--- config.mk ---
export PLATFORM = sky130hd
export DESIGN_NAME = dns_response_field_parser_unit
export DESIGN_NICKNAME = d
export VERILOG_FILES = /design/src/rtl/dnsp_pkg.sv /design/src/rtl/dnsp_decoder.sv /design/src/rtl/dnsp_serializer.sv /design/src/rtl/dns_response_field_parser_unit.sv
export SDC_FILE = /design/constraint.sdc
export NUM_CORES = 1
export LEC_CHECK = 0
export BUFFER_PORTS_ARGS = -buffer_cell sky130_fd_sc_hd__buf_2
export CORE_AREA = 2 2 106 108
export CTS_BUF_LIST = sky130_fd_sc_hd__clkbuf_4 sky130_fd_sc_hd__clkbuf_8
export DETAILED_ROUTE_END_ITERATION = 16
export DIE_AREA = 0 0 108 110
export GPL_TIMING_DRIVEN = 1
export PLACE_DENSITY = 0.73
export RECOVER_POWER = 50
export SLEW_MARGIN = 0
export SYNTH_ARGS = -nofsm -noshare
export SYNTH_HDL_FRONTEND = slang
export SYNTH_SLANG_ARGS = --single-unit
--- constraint.sdc ---
create_clock -name i_clk -period 3.7 [get_ports i_clk]
set_input_delay 0.74 -clock i_clk [delete_from_list [all_inputs] [get_ports i_clk]]
set_output_delay 0.74 -clock i_clk [all_outputs]
set_load 0.01 [all_outputs]
--- src/rtl/dnsp_pkg.sv ---
// ----------------------------------------------------------------------------
// dnsp_pkg
// Shared types and constants for the DNS response field parser: item
// structs, field kind codes and the per-byte result batch.
// ----------------------------------------------------------------------------
package dnsp_pkg;

    // Most results one input byte can cause (first flag byte)
    localparam int MAX_RESULTS = 5;
    localparam int CNT_W       = $clog2(MAX_RESULTS + 1);
    localparam int IDX_W       = $clog2(MAX_RESULTS);

    // Field kind codes
    localparam logic [4:0] KIND_ID      = 5'd0;
    localparam logic [4:0] KIND_QR      = 5'd1;
    localparam logic [4:0] KIND_OPCODE  = 5'd2;
    localparam logic [4:0] KIND_AA      = 5'd3;
    localparam logic [4:0] KIND_TC      = 5'd4;
    localparam logic [4:0] KIND_RD      = 5'd5;
    localparam logic [4:0] KIND_RA      = 5'd6;
    localparam logic [4:0] KIND_Z       = 5'd7;
    localparam logic [4:0] KIND_RCODE   = 5'd8;
    localparam logic [4:0] KIND_QDCOUNT = 5'd9;
    localparam logic [4:0] KIND_ANCOUNT = 5'd10;
    localparam logic [4:0] KIND_NSCOUNT = 5'd11;
    localparam logic [4:0] KIND_ARCOUNT = 5'd12;
    localparam logic [4:0] KIND_QNAME   = 5'd13;
    localparam logic [4:0] KIND_QTYPE   = 5'd14;
    localparam logic [4:0] KIND_QCLASS  = 5'd15;
    localparam logic [4:0] KIND_TYPE    = 5'd16;
    localparam logic [4:0] KIND_CLASS   = 5'd17;
    localparam logic [4:0] KIND_TTL     = 5'd18;
    localparam logic [4:0] KIND_RDLEN   = 5'd19;
    localparam logic [4:0] KIND_RDATA   = 5'd20;

    // Input item
    typedef struct packed {
        logic [7:0] data_byte;
        logic       start_req;
    } t_in_item;

    // Result item
    typedef struct packed {
        logic [4:0]  field_kind;
        logic [31:0] field_value;
        logic        run_last;
        logic        message_done;
    } t_out_item;

    // All results caused by one input byte
    typedef struct packed {
        logic [CNT_W-1:0]                  cnt;
        t_out_item [MAX_RESULTS-1:0]       items;
    } t_batch;

endpackage

--- src/rtl/dnsp_decoder.sv ---
// ----------------------------------------------------------------------------
// dnsp_decoder
// Parse state (phase, byte count, accumulator, rdata count) and the
// combinational decode of one message byte into its batch of results.
// ----------------------------------------------------------------------------
module dnsp_decoder (
    input  logic              i_clk,
    input  logic              i_rst_n,
    input  logic              i_accept,
    input  dnsp_pkg::t_in_item i_item,
    output dnsp_pkg::t_batch  o_batch
);
    import dnsp_pkg::*;

    typedef enum logic [4:0] {
        PH_IDLE   = 5'd0,
        PH_ID     = 5'd1,
        PH_FL1    = 5'd2,
        PH_FL2    = 5'd3,
        PH_QD     = 5'd4,
        PH_AN     = 5'd5,
        PH_NS     = 5'd6,
        PH_AR     = 5'd7,
        PH_QNAME  = 5'd8,
        PH_QTYPE  = 5'd9,
        PH_QCLASS = 5'd10,
        PH_ANAME  = 5'd11,
        PH_TYPE   = 5'd12,
        PH_CLASS  = 5'd13,
        PH_TTL    = 5'd14,
        PH_RDLEN  = 5'd15,
        PH_RDATA  = 5'd16,
        PH_DONE   = 5'd17
    } t_phase;

    function automatic t_out_item mk_item(input logic [4:0] kind, input logic [31:0] value,
                                          input logic last, input logic done);
        t_out_item it;
        it.field_kind   = kind;
        it.field_value  = value;
        it.run_last     = last;
        it.message_done = done;
        return it;
    endfunction

    t_phase      r_phase, n_phase, e_phase;
    logic [1:0]  r_bif, n_bif, e_bif;
    logic [31:0] r_acc, n_acc, e_acc;
    logic [15:0] r_rem, n_rem, e_rem;

    logic [7:0]  w_b;
    logic [31:0] w_acc_sh;
    logic        w_col_done;
    logic [4:0]  w_kind;
    t_phase      w_next;
    logic [15:0] w_rem_dec;

    assign w_b = i_item.data_byte;

    // Kind and successor of the fixed-length fields
    always_comb begin
        w_kind = KIND_ID;
        w_next = PH_FL1;
        case (e_phase)
            PH_ID:     begin w_kind = KIND_ID;      w_next = PH_FL1;    end
            PH_QD:     begin w_kind = KIND_QDCOUNT; w_next = PH_AN;     end
            PH_AN:     begin w_kind = KIND_ANCOUNT; w_next = PH_NS;     end
            PH_NS:     begin w_kind = KIND_NSCOUNT; w_next = PH_AR;     end
            PH_AR:     begin w_kind = KIND_ARCOUNT; w_next = PH_QNAME;  end
            PH_QTYPE:  begin w_kind = KIND_QTYPE;   w_next = PH_QCLASS; end
            PH_QCLASS: begin w_kind = KIND_QCLASS;  w_next = PH_ANAME;  end
            PH_TYPE:   begin w_kind = KIND_TYPE;    w_next = PH_CLASS;  end
            PH_CLASS:  begin w_kind = KIND_CLASS;   w_next = PH_TTL;    end
            PH_TTL:    begin w_kind = KIND_TTL;     w_next = PH_RDLEN;  end
            default:   begin w_kind = KIND_ID;      w_next = PH_FL1;    end
        endcase
    end

    // Decode of one byte against the current state
    always_comb begin
        e_phase = r_phase;
        e_bif   = r_bif;
        e_acc   = r_acc;
        e_rem   = r_rem;
        // start restarts the parse with this byte as the first id byte
        if (i_item.start_req) begin
            e_phase = PH_ID;
            e_bif   = 2'd0;
            e_acc   = '0;
            e_rem   = '0;
        end

        n_phase = e_phase;
        n_bif   = e_bif;
        n_acc   = e_acc;
        n_rem   = e_rem;
        o_batch = '0;

        w_acc_sh   = {e_acc[23:0], w_b};
        w_col_done = (e_phase == PH_TTL) ? (e_bif == 2'd3) : (e_bif != 2'd0);
        w_rem_dec  = e_rem - 16'd1;

        case (e_phase)
            PH_ID, PH_QD, PH_AN, PH_NS, PH_AR, PH_QTYPE, PH_QCLASS,
            PH_TYPE, PH_CLASS, PH_TTL: begin
                if (w_col_done) begin
                    n_bif   = 2'd0;
                    n_acc   = '0;
                    n_phase = w_next;
                    o_batch.cnt      = CNT_W'(1);
                    o_batch.items[0] = mk_item(w_kind,
                        (e_phase == PH_TTL) ? w_acc_sh : {16'd0, w_acc_sh[15:0]},
                        1'b1, 1'b0);
                end else begin
                    n_bif = e_bif + 2'd1;
                    n_acc = w_acc_sh;
                end
            end
            PH_FL1: begin
                o_batch.cnt      = CNT_W'(5);
                o_batch.items[0] = mk_item(KIND_QR,     {31'd0, w_b[7]},   1'b0, 1'b0);
                o_batch.items[1] = mk_item(KIND_OPCODE, {28'd0, w_b[6:3]}, 1'b0, 1'b0);
                o_batch.items[2] = mk_item(KIND_AA,     {31'd0, w_b[2]},   1'b0, 1'b0);
                o_batch.items[3] = mk_item(KIND_TC,     {31'd0, w_b[1]},   1'b0, 1'b0);
                o_batch.items[4] = mk_item(KIND_RD,     {31'd0, w_b[0]},   1'b1, 1'b0);
                n_phase = PH_FL2;
            end
            PH_FL2: begin
                o_batch.cnt      = CNT_W'(3);
                o_batch.items[0] = mk_item(KIND_RA,    {31'd0, w_b[7]},   1'b0, 1'b0);
                o_batch.items[1] = mk_item(KIND_Z,     {29'd0, w_b[6:4]}, 1'b0, 1'b0);
                o_batch.items[2] = mk_item(KIND_RCODE, {28'd0, w_b[3:0]}, 1'b1, 1'b0);
                n_phase = PH_QD;
            end
            PH_QNAME: begin
                // label bytes pass through; the zero byte ends the name
                o_batch.cnt      = CNT_W'(1);
                o_batch.items[0] = mk_item(KIND_QNAME, {24'd0, w_b}, 1'b1, 1'b0);
                if (w_b == 8'd0) begin
                    n_phase = PH_QTYPE;
                end
            end
            PH_ANAME: begin
                // compressed answer name, skipped
                if (w_col_done) begin
                    n_bif   = 2'd0;
                    n_acc   = '0;
                    n_phase = PH_TYPE;
                end else begin
                    n_bif = e_bif + 2'd1;
                    n_acc = w_acc_sh;
                end
            end
            PH_RDLEN: begin
                if (w_col_done) begin
                    n_bif = 2'd0;
                    n_acc = '0;
                    n_rem = w_acc_sh[15:0];
                    o_batch.cnt      = CNT_W'(1);
                    o_batch.items[0] = mk_item(KIND_RDLEN, {16'd0, w_acc_sh[15:0]},
                                               1'b1, w_acc_sh[15:0] == 16'd0);
                    n_phase = (w_acc_sh[15:0] == 16'd0) ? PH_DONE : PH_RDATA;
                end else begin
                    n_bif = e_bif + 2'd1;
                    n_acc = w_acc_sh;
                end
            end
            PH_RDATA: begin
                n_rem = w_rem_dec;
                o_batch.cnt      = CNT_W'(1);
                o_batch.items[0] = mk_item(KIND_RDATA, {24'd0, w_b}, 1'b1,
                                           w_rem_dec == 16'd0);
                if (w_rem_dec == 16'd0) begin
                    n_phase = PH_DONE;
                end
            end
            default: begin
                // idle or finished: byte ignored
            end
        endcase
    end

    // Parse state
    always_ff @(posedge i_clk) begin
        if (!i_rst_n) begin
            r_phase <= PH_IDLE;
            r_bif   <= 2'd0;
            r_acc   <= '0;
            r_rem   <= '0;
        end else if (i_accept) begin
            r_phase <= n_phase;
            r_bif   <= n_bif;
            r_acc   <= n_acc;
            r_rem   <= n_rem;
        end
    end

endmodule

--- src/rtl/dnsp_serializer.sv ---
// ----------------------------------------------------------------------------
// dnsp_serializer
// Holds the batch of results of one byte and hands them out one item per
// output handshake. Takes the next batch in the cycle its last item leaves.
// ----------------------------------------------------------------------------
module dnsp_serializer (
    input  logic                i_clk,
    input  logic                i_rst_n,
    input  logic                i_load,
    input  dnsp_pkg::t_batch    i_batch,
    output logic                o_can_load,
    output logic                o_valid,
    input  logic                i_ready,
    output dnsp_pkg::t_out_item o_item
);
    import dnsp_pkg::*;

    t_batch            r_batch;
    logic              r_busy;
    logic [IDX_W-1:0]  r_idx;
    logic              w_last;
    logic              w_take;

    assign w_last     = (CNT_W'(r_idx) == r_batch.cnt - CNT_W'(1));
    assign w_take     = r_busy & i_ready;
    assign o_can_load = !r_busy || (w_take && w_last);
    assign o_valid    = r_busy;
    assign o_item     = r_batch.items[r_idx];

    // Batch register, no reset on payload
    always_ff @(posedge i_clk) begin
        if (i_load) begin
            r_batch <= i_batch;
        end
    end

    // Item pointer and occupancy
    always_ff @(posedge i_clk) begin
        if (!i_rst_n) begin
            r_busy <= 1'b0;
            r_idx  <= '0;
        end else if (i_load) begin
            r_busy <= (i_batch.cnt != '0);
            r_idx  <= '0;
        end else if (w_take) begin
            if (w_last) begin
                r_busy <= 1'b0;
                r_idx  <= '0;
            end else begin
                r_idx <= r_idx + IDX_W'(1);
            end
        end
    end

    // A held batch is never empty and the pointer stays inside it
    a_busy_in_range: assert property (@(posedge i_clk) disable iff (!i_rst_n)
        r_busy |-> (r_batch.cnt != '0) && (CNT_W'(r_idx) < r_batch.cnt))
        else $error("serializer pointer outside batch");

    // A non-final item taken leaves another one pending
    a_more_pending: assert property (@(posedge i_clk) disable iff (!i_rst_n)
        (w_take && !w_last && !i_load) |=> o_valid)
        else $error("batch dropped before its last item");

    // run_last marks exactly the final item of a batch
    a_run_last: assert property (@(posedge i_clk) disable iff (!i_rst_n)
        o_valid |-> (o_item.run_last == w_last))
        else $error("run_last does not match batch end");

    // A load never overwrites pending items
    a_no_overwrite: assert property (@(posedge i_clk) disable iff (!i_rst_n)
        (i_load && r_busy) |-> (w_take && w_last))
        else $error("batch overwritten while pending");

endmodule

--- src/rtl/dns_response_field_parser_unit.sv ---
// ----------------------------------------------------------------------------
// dns_response_field_parser_unit
// An accepted byte's first result is registered and shown in the next cycle.
// Throughput: one byte per cycle while each byte gives at most one result
//   and the receiver is ready; a byte with more holds the input until its
//   last is taken (first flag byte: 5, second: 3) by the single output port.
// Bytes that give no result (idle, answer name, partial fields) hold nothing.
// Reset (synchronous, active low): parser idle, result register empty.
// ----------------------------------------------------------------------------
module dns_response_field_parser_unit (
    input  logic                i_clk,
    input  logic                i_rst_n,
    input  logic                i_in_valid,
    output logic                o_in_ready,
    input  dnsp_pkg::t_in_item  i_in_item,
    output logic                o_out_valid,
    input  logic                i_out_ready,
    output dnsp_pkg::t_out_item o_out_item
);
    import dnsp_pkg::*;

    t_batch w_batch;
    logic   w_accept;
    logic   w_can_load;

    assign o_in_ready = w_can_load;
    assign w_accept   = i_in_valid & w_can_load;

    // Byte decode and parse state
    dnsp_decoder u_decoder (
        .i_clk    (i_clk),
        .i_rst_n  (i_rst_n),
        .i_accept (w_accept),
        .i_item   (i_in_item),
        .o_batch  (w_batch)
    );

    // Result register and item sequencing
    dnsp_serializer u_serializer (
        .i_clk      (i_clk),
        .i_rst_n    (i_rst_n),
        .i_load     (w_accept),
        .i_batch    (w_batch),
        .o_can_load (w_can_load),
        .o_valid    (o_out_valid),
        .i_ready    (i_out_ready),
        .o_item     (o_out_item)
    );

    // End of message is always the last result of its byte
    a_done_is_last: assert property (@(posedge i_clk) disable iff (!i_rst_n)
        (o_out_valid && o_out_item.message_done) |-> o_out_item.run_last)
        else $error("message_done on a non-final result");

    // Only rdlength or rdata results end a message
    a_done_kind: assert property (@(posedge i_clk) disable iff (!i_rst_n)
        (o_out_valid && o_out_item.message_done) |->
        (o_out_item.field_kind == KIND_RDLEN || o_out_item.field_kind == KIND_RDATA))
        else $error("message_done on unexpected field kind");

endmodule

==> run summary, run 1 <==
Setup repair after global routing left no endpoint under its margin. The critical path required time is 2.96 ns, and the post-synth net total is 638. Summed over all failing endpoints, the final setup total negative slack is 0 ns. The maximum net fanout on the critical path is 30, and the post-route fraction of the period consumed by the critical path is 86.6%.

Summing every instance area after synthesis gives 0.00577 mm^2. The worst setup path is of the flop to primary output kind. The layout has 963 filler cells.

The final standard cell count with taps included and fillers excluded was 801. Traced cell by cell, the critical path runs through clkbuf_1 > nor3_2 > clkbuf_1 > and2_0 > buf_2. The initial utilization of the core area, before any placement, comes to 53.9%. For the post-detailed-routing wire length, the log shows 14.6 mm. On the critical path, the stage with the largest delay is an instance of clkbuf_1.

The total via count after detailed routing was 4877. The area growth from synthesis to layout is 8.96%. For this run, the number of Yosys warnings is 0. For this run, the post-layout net count is 680. For this design the ratio of total power to cell area is 380 mW/mm^2. The logs give 54 for the top-level I/O count and 0.956 for the placer's final routability congestion estimate. The run gives 3 as the CTS H-tree depth.

After global routing the overflow that remains totals 0. In this run the remaining antenna-violating nets after routing total 0. Achievable frequency: 312 MHz.

The run gives 0.480 ns as the worst hold slack after final layout. Setup violations remaining at the end of the flow were counted as 0. The synthesis-stage register bit count came out at 107. The tools report the setup clock skew after layout as 0.0164 ns. The DRC violation count after routing was 0. In this run, placement finished with an instance count of 785. Measured against its own limit, the worst slew margin works out to 33.1%. The tools report the number of buffers inserted by hold repair at cts as 0.

In this run the vertical extent of the chip is 110 um. The count of buffering cells on the critical path with inverters included is 3, and the via-per-instance ratio is 6.09. For the distinct cell type count of the synthesized netlist, the log shows 69. TritonCTS built the clock tree. The sequential element share of the synthesized area came out at 46.8%. The violation count after the first detailed-routing iteration was 533. The post-route worst setup slack came out at 0.496 ns. For this design, the sink count on the clock tree is 107. The number of max-slew violations in the final report is 0, and the deepest clock path buffer count is 2. For this run, the total global-route usage over all layers was measured as 24.8%.

The number of buffers inserted by post-CTS setup repair is 0, and the antenna diode count is 0. In the post-synthesis netlist, the biggest area contributors are edfxtp_1, dfxtp_1, and2_1. Summed over its instances, the top area cell type makes up 29.1% of the synthesized netlist area. For the number of cells produced by synthesis, the log shows 614.

The fraction of the core area covered by cells at the end of the flow came out at 58.8%. On the critical path the largest part of the delay comes from buffers and inverters. and2_1 is the most common cell in the netlist. The clock latency at the later pin of the worst-skew pair came out at 0.38 ns. Max-cap violations in this run came to 0.

The clock transition at the registers of the reported paths is 0.10 ns, and the maximum number of pins on one net before global-route repair is 58. The worst-case IR drop observed on VDD is 192 uV. The number of iterations in the first detailed-routing pass was 5.

The largest single stage delay on the critical path is 0.72 ns. Once the clock tree was built, the resizer swapped 0 gates to a different size. Among all flip-flop cells after synthesis, the most frequent one is edfxtp_1.

The via count of the first global-routing pass came out at 4449. In the synthesized netlist, the cells that appear most often are and2_1, nor2_1, edfxtp_1. The die width works out to 108 um. The cell repeated most along the worst path is clkbuf_1.

The die covers 0.0119 mm^2. The sort of element at the start of the critical path is a flop. The number of buffer cells added on primary ports came out at 53. Largest area contributor in the synthesized netlist: edfxtp_1. The total half-perimeter wirelength after legalization and detailed placement is 10.3 mm, and the post-route minimum period is 3.20 ns.

Dividing the detail-routed wire length by the instance count gives 18.2 um. The number of enable flip-flop cells after synthesis was 56. TritonCTS created 9 clock buffers.

STA classifies the critical path endpoint as a primary output. For the core area, the log shows 0.0107 mm^2. The async set-reset flop share out of synthesis is 0%. The clock tree root buffer cell was clkbuf_8.

The run finished with clean final reports. The logs give 0 for the final hold violation count and 2.46 ns for the signal arrival time at the worst endpoint. The path type of the worst min-delay path is flop to flop. The layout cell share with drive strength beyond 1 came out at 9.98%. In this run the static leakage power is 2.36 nW.

The slew at the pin closest to its max-slew limit was 0.992 ns; the number of antenna violations at the first check in global routing was 0. The average cell area after synthesis is 9.40 um^2. The number of cell rows is 38. Timing analysis after detailed placement gives a worst setup slack of 0.336 ns. The run gives 22.7 mm as the first-pass GRT wire length.
-- state kept, by name, summed over array words and instances, names as in the netlist --
signal,count
u_decoder.r_acc,24
u_decoder.r_bif,2
u_decoder.r_phase,5
u_decoder.r_rem,16
u_serializer.o_valid,1
u_serializer.r_batch,56
u_serializer.r_idx,3
-- placed cells by master (no fill, tap or decap), types with 9 or more instances in the layout --
master,instances
buf_4,9
ha_1,11
clkbuf_1,31
mux2i_1,10
nand3_1,11
a21oi_1,32
dfxtp_1,51
nand2_1,49
a22oi_1,22
nor3_1,13
nor2_1,63
inv_1,18
nor2b_1,14
and2_0,32
clkbuf_8,9
o21ai_0,38
and2_1,32
buf_2,27
edfxtp_1,56
a22o_1,21
-- logic make-up after synthesis --
group | synth area share [%]
XOR/XNOR | 1.32
buffers and inverters | 4.25
adder cells (fa/ha/maj) | 2.39
AND/OR/NAND/NOR | 22.5
multiplexers | 2.32
AO/OA/AOI/OAI | 20.4
flip-flops | 46.8
-- worst paths after layout --
kind,startpoint,to,slack (ns),cells past startpoint
setup reg to reg,u_decoder.r_phase[0],u_serializer.r_batch[7],0.67,9
setup / recovery,u_serializer.r_idx[1],o_out_item[17],0.50,5
hold / removal,u_decoder.r_acc[17],u_decoder.r_acc[17],0.48,1
hold reg to reg,u_decoder.r_acc[17],u_decoder.r_acc[17],0.48,1
-- area by class of cell --
| class | instances | area [um^2] | area share (%) |
|---|---|---|---|
| clock buffer | 10 | 131 | 2.09 |
| clock inverter | 6 | 61.3 | 0.975 |
| inverter | 21 | 83.8 | 1.33 |
| multi-input combinational | 450 | 2810 | 44.7 |
| sequential | 107 | 2700 | 43.0 |
| tap | 140 | 175 | 2.79 |
| timing repair buffer | 67 | 319 | 5.08 |
-- through the flow --
| step | total power, mW | instance area (um^2) |
|---|---|---|
| 6_report | 2.39 | 6290 |
| 3_3_place_gp | 1.71 | 6160 |
| 5_1_grt | 2.48 | 6290 |
| 2_1_floorplan | 1.61 | 5770 |
| 3_5_place_dp | 1.72 | 6160 |
| 4_1_cts | 2.40 | 6350 |
-- report_power, final --
part / internal [mW] / switching (mW)
sequential: 1.31 / 0.0385
clock: 0.268 / 0.430
combinational: 0.121 / 0.226
-- worst register-to-register path: stages, from the launching register on --
cell and delay (ns):
dfxtp_1 0.36, nor2_1 0.25, inv_1 0.13, ha_1 0.25
or4_1 0.51, a2bb2oi_1 0.29, o221ai_1 0.23, a211oi_1 0.47
buf_4 0.24, nor2b_1 0.05
-- metal layers --
metal / GRT usage [%] / vias to the layer above / share of wire (%)
li1: - / 2306 / -
met1: 33.5 / 2329 / 44
met2: 41.2 / 214 / 47
met3: 3.88 / 28 / 6.7
met4: 7.60 / 0 / 1.6
met5: 0 / - / 0
Power figures use the tool's default switching activity.
==> run 2, diff against run 1 <==
--- a/config.mk
+++ b/config.mk
@@ -11,6 +11,7 @@
 export DETAILED_ROUTE_END_ITERATION = 16
 export DIE_AREA = 0 0 108 110
 export GPL_TIMING_DRIVEN = 1
+export MAX_ROUTING_LAYER = met4
 export PLACE_DENSITY = 0.73
 export RECOVER_POWER = 50
 export SLEW_MARGIN = 0
==> run 2 against run 1 <==
Net effect:
- maximum frequency fell by 2.0%
- largest power group unchanged
- die area did not move
- register-to-register slack got worse by 0.24 ns
- critical path type is now flop to flop
- largest cell class unchanged
==> run summary, run 2 (same netlist as run 1, synthesis figures left out) <==
Maximum net fanout on the critical path: 27. For this design the static power due to leakage is 2.38 nW. The first-pass GRT wire length came out at 23.4 mm.

The tools report the count of endpoints failing setup in the final report as 0. After layout, the design draws a total of 2.46 mW. The run gives 37.3% as the headroom to the max-slew limit. DRC violation count after routing: 0. The global-route usage over all layers came out at 26.2%. For the worst setup path, the data arrival time is 3.29 ns. For the worst flop-to-flop path, the logic depth is 6. The critical path in this run is classified as flop to flop. After detailed routing, the average wire length per cell comes to 18.3 um.

The signal on the critical path passes through buf_4 > xor3_1 > o41ai_4 > nand2_1 > clkinv_4 > clkbuf_1. The logs give 0 for the count of maximum capacitance violations and 0.430 ns for the post-route worst setup slack. The number of buffers inserted by hold repair at cts is 0. The routed layout has 4867 vias. 0 antenna diodes ended up in the layout. The worst reg-to-reg setup slack was 0.43 ns; the post-route minimum period was 3.27 ns.

After clock tree synthesis, the clock-pin slew on the worst setup and hold paths is 0.11 ns. The run gives 0 as the final hold violation count. The detail route stage leaves a number of antenna-violating nets equal to 0. The library cells used most frequently in the layout, excluding fill and tap cells, are nor2_1, edfxtp_1, dfxtp_1.

The tools report the clock latency at the later pin of the worst-skew pair as 0.38 ns. Of the available clock period, the critical path in the final layout requires 88.4%. The fraction of the core area covered by cells at the end of the flow is 59.3%, and the deepest clock path buffer count is 2.

The number of nets in the layout is 684, and the die outline area is 0.0119 mm^2. For the number of antenna violations at the first check in global routing, the log shows 0. The run finished with clean final reports.

In this run the tool buffered the top-level ports with 53 buffer cells. The floorplan has 38 rows. The library cell used most frequently in the layout, excluding fill and tap cells, is nor2_1. Summed over all nets, the half-perimeter wirelength after detailed placement is 10.3 mm. Entering global routing, the biggest net connects 33 pins. Of the cells placed in the final design, the portion with a size suffix greater than 1 is 10.7%. For the setup clock skew after layout, the log shows 0.0138 ns.

After detailed placement, the total cell area comes to 0.00619 mm^2. TritonCTS built the clock tree. Timing analysis after detailed placement gives a worst setup slack of 0.357 ns. The initial utilization of the core area, before any placement, comes to 53.9%. Across the VDD grid, the largest voltage drop is 191 uV.

The worst setup path is launched from a flop. The tools report the CTS H-tree depth as 3. Global routing finished with a remaining overflow of 0.

Post-CTS repair changed the size of 0 cells. Data on the critical path is required at its endpoint by 3.72 ns. Based on the critical path, the design can be clocked at up to 306 MHz. The largest registers in the layout are u_serializer.r_batch x56, u_decoder.r_acc x24, u_decoder.r_rem x16. The clock tree root buffer cell is clkbuf_8. The launching element of the worst setup path is u_serializer.r_idx[2].

In this run, placement finished with an instance count of 789. On the critical path, the stage with the largest delay is an instance of clkbuf_1. The final standard cell count with taps included and fillers excluded came out at 805. The startpoint identified for the worst register-to-register timing path is u_serializer.r_idx[2].

The placer's final routability congestion estimate came out at 0.951. Dividing the detail-routed via count by the number of cells gives 6.05. At the pin with the least slew margin, the transition time is 0.937 ns. Core area: 0.0107 mm^2. Setup repair after global routing left no endpoint under its margin. The clock net sink count was 107; the delay of the slowest cell on the worst path was 0.59 ns. The worst setup path is captured at a flop. Across all hold checks on the routed design, the worst slack comes to 0.486 ns. The area growth from synthesis to layout was 9.93%. The cell area power density is 388 mW/mm^2, and the via count of the first global-routing pass is 4598. The number of max-slew violations in the final report is 0. The register with the most flip-flops in the final layout is u_serializer.r_batch. For the total negative slack for setup checks, the log shows 0 ns.

The register with the most flip-flops in the layout has 56 of them. During I/O placement, the number of pins put on the boundary was 54. The tools report the endpoint of the lowest-slack register-to-register path as u_serializer.r_batch[42].

The number of clock buffers added by TritonCTS is 9. Measured along the y axis, the die boundary spans 110 um. For this block, the initial DRC count from the detailed router was 435. Once the clock tree was built, the setup fixing pass inserted 0 buffers. The post-route standard cell area excluding fillers came out at 0.00634 mm^2. For this block, the routed nets add up to 14.7 mm of wire.

The most critical setup path has its endpoint at u_serializer.r_batch[42]. Measured along the x axis, the die boundary spans 108 um. Path type of the worst min-delay path: flop to flop. The number of iterations in the first detailed-routing pass came out at 5.
[run 2: per-layer routing]
layer  vias to the layer above  wire length [um]  GRT usage [%]
met4                         0               334           10.3
li1                       2326                 -              -
met3                        33               937           3.53
met2                       192              6920           41.2
met5                         -                 0              -
met1                      2316              6540           34.9
[run 2: report_power, final]
part	switching (mW)	internal, mW	leakage (nW)
registers	0.0380	1.31	0.988
clock network	0.431	0.337	0.107
logic	0.228	0.123	1.29
total	0.697	1.77	2.38
[run 2: worst max-delay path: cells and delay by family, from the launching register on]
kind            cells  cell delay, ns
buf+inv             3            1.16
simple gates        1            0.54
xor+xnor            1            0.48
compound gates      1            0.40
flops               1            0.32
[run 2: layout make-up]
class	count	area [um^2]
Tap cell	140	175
Sequential cell	107	2700
Inverter	21	83.8
Clock buffer	10	131
Multi-Input combinational cell	450	2820
Timing Repair Buffer	71	345
Fill cell	961	4360
Clock inverter	6	85.1
[run 2: how the worst min path moves through the flow]
| stage | slack [ns] | to | startpoint | depth (start not counted) |
|---|---|---|---|---|
| after global routing | 0.51 | u_decoder.r_acc[19] | u_decoder.r_acc[19] | 1 |
| after global placement | 0.45 | u_decoder.r_acc[22] | u_decoder.r_acc[22] | 1 |
| after floorplan | 0.43 | u_decoder.r_acc[16] | u_decoder.r_acc[16] | 1 |
| after CTS | 0.49 | u_decoder.r_acc[19] | u_decoder.r_acc[19] | 1 |
| after detailed placement | 0.46 | u_decoder.r_acc[20] | u_decoder.r_acc[20] | 1 |
| final | 0.49 | u_decoder.r_acc[19] | u_decoder.r_acc[19] | 1 |
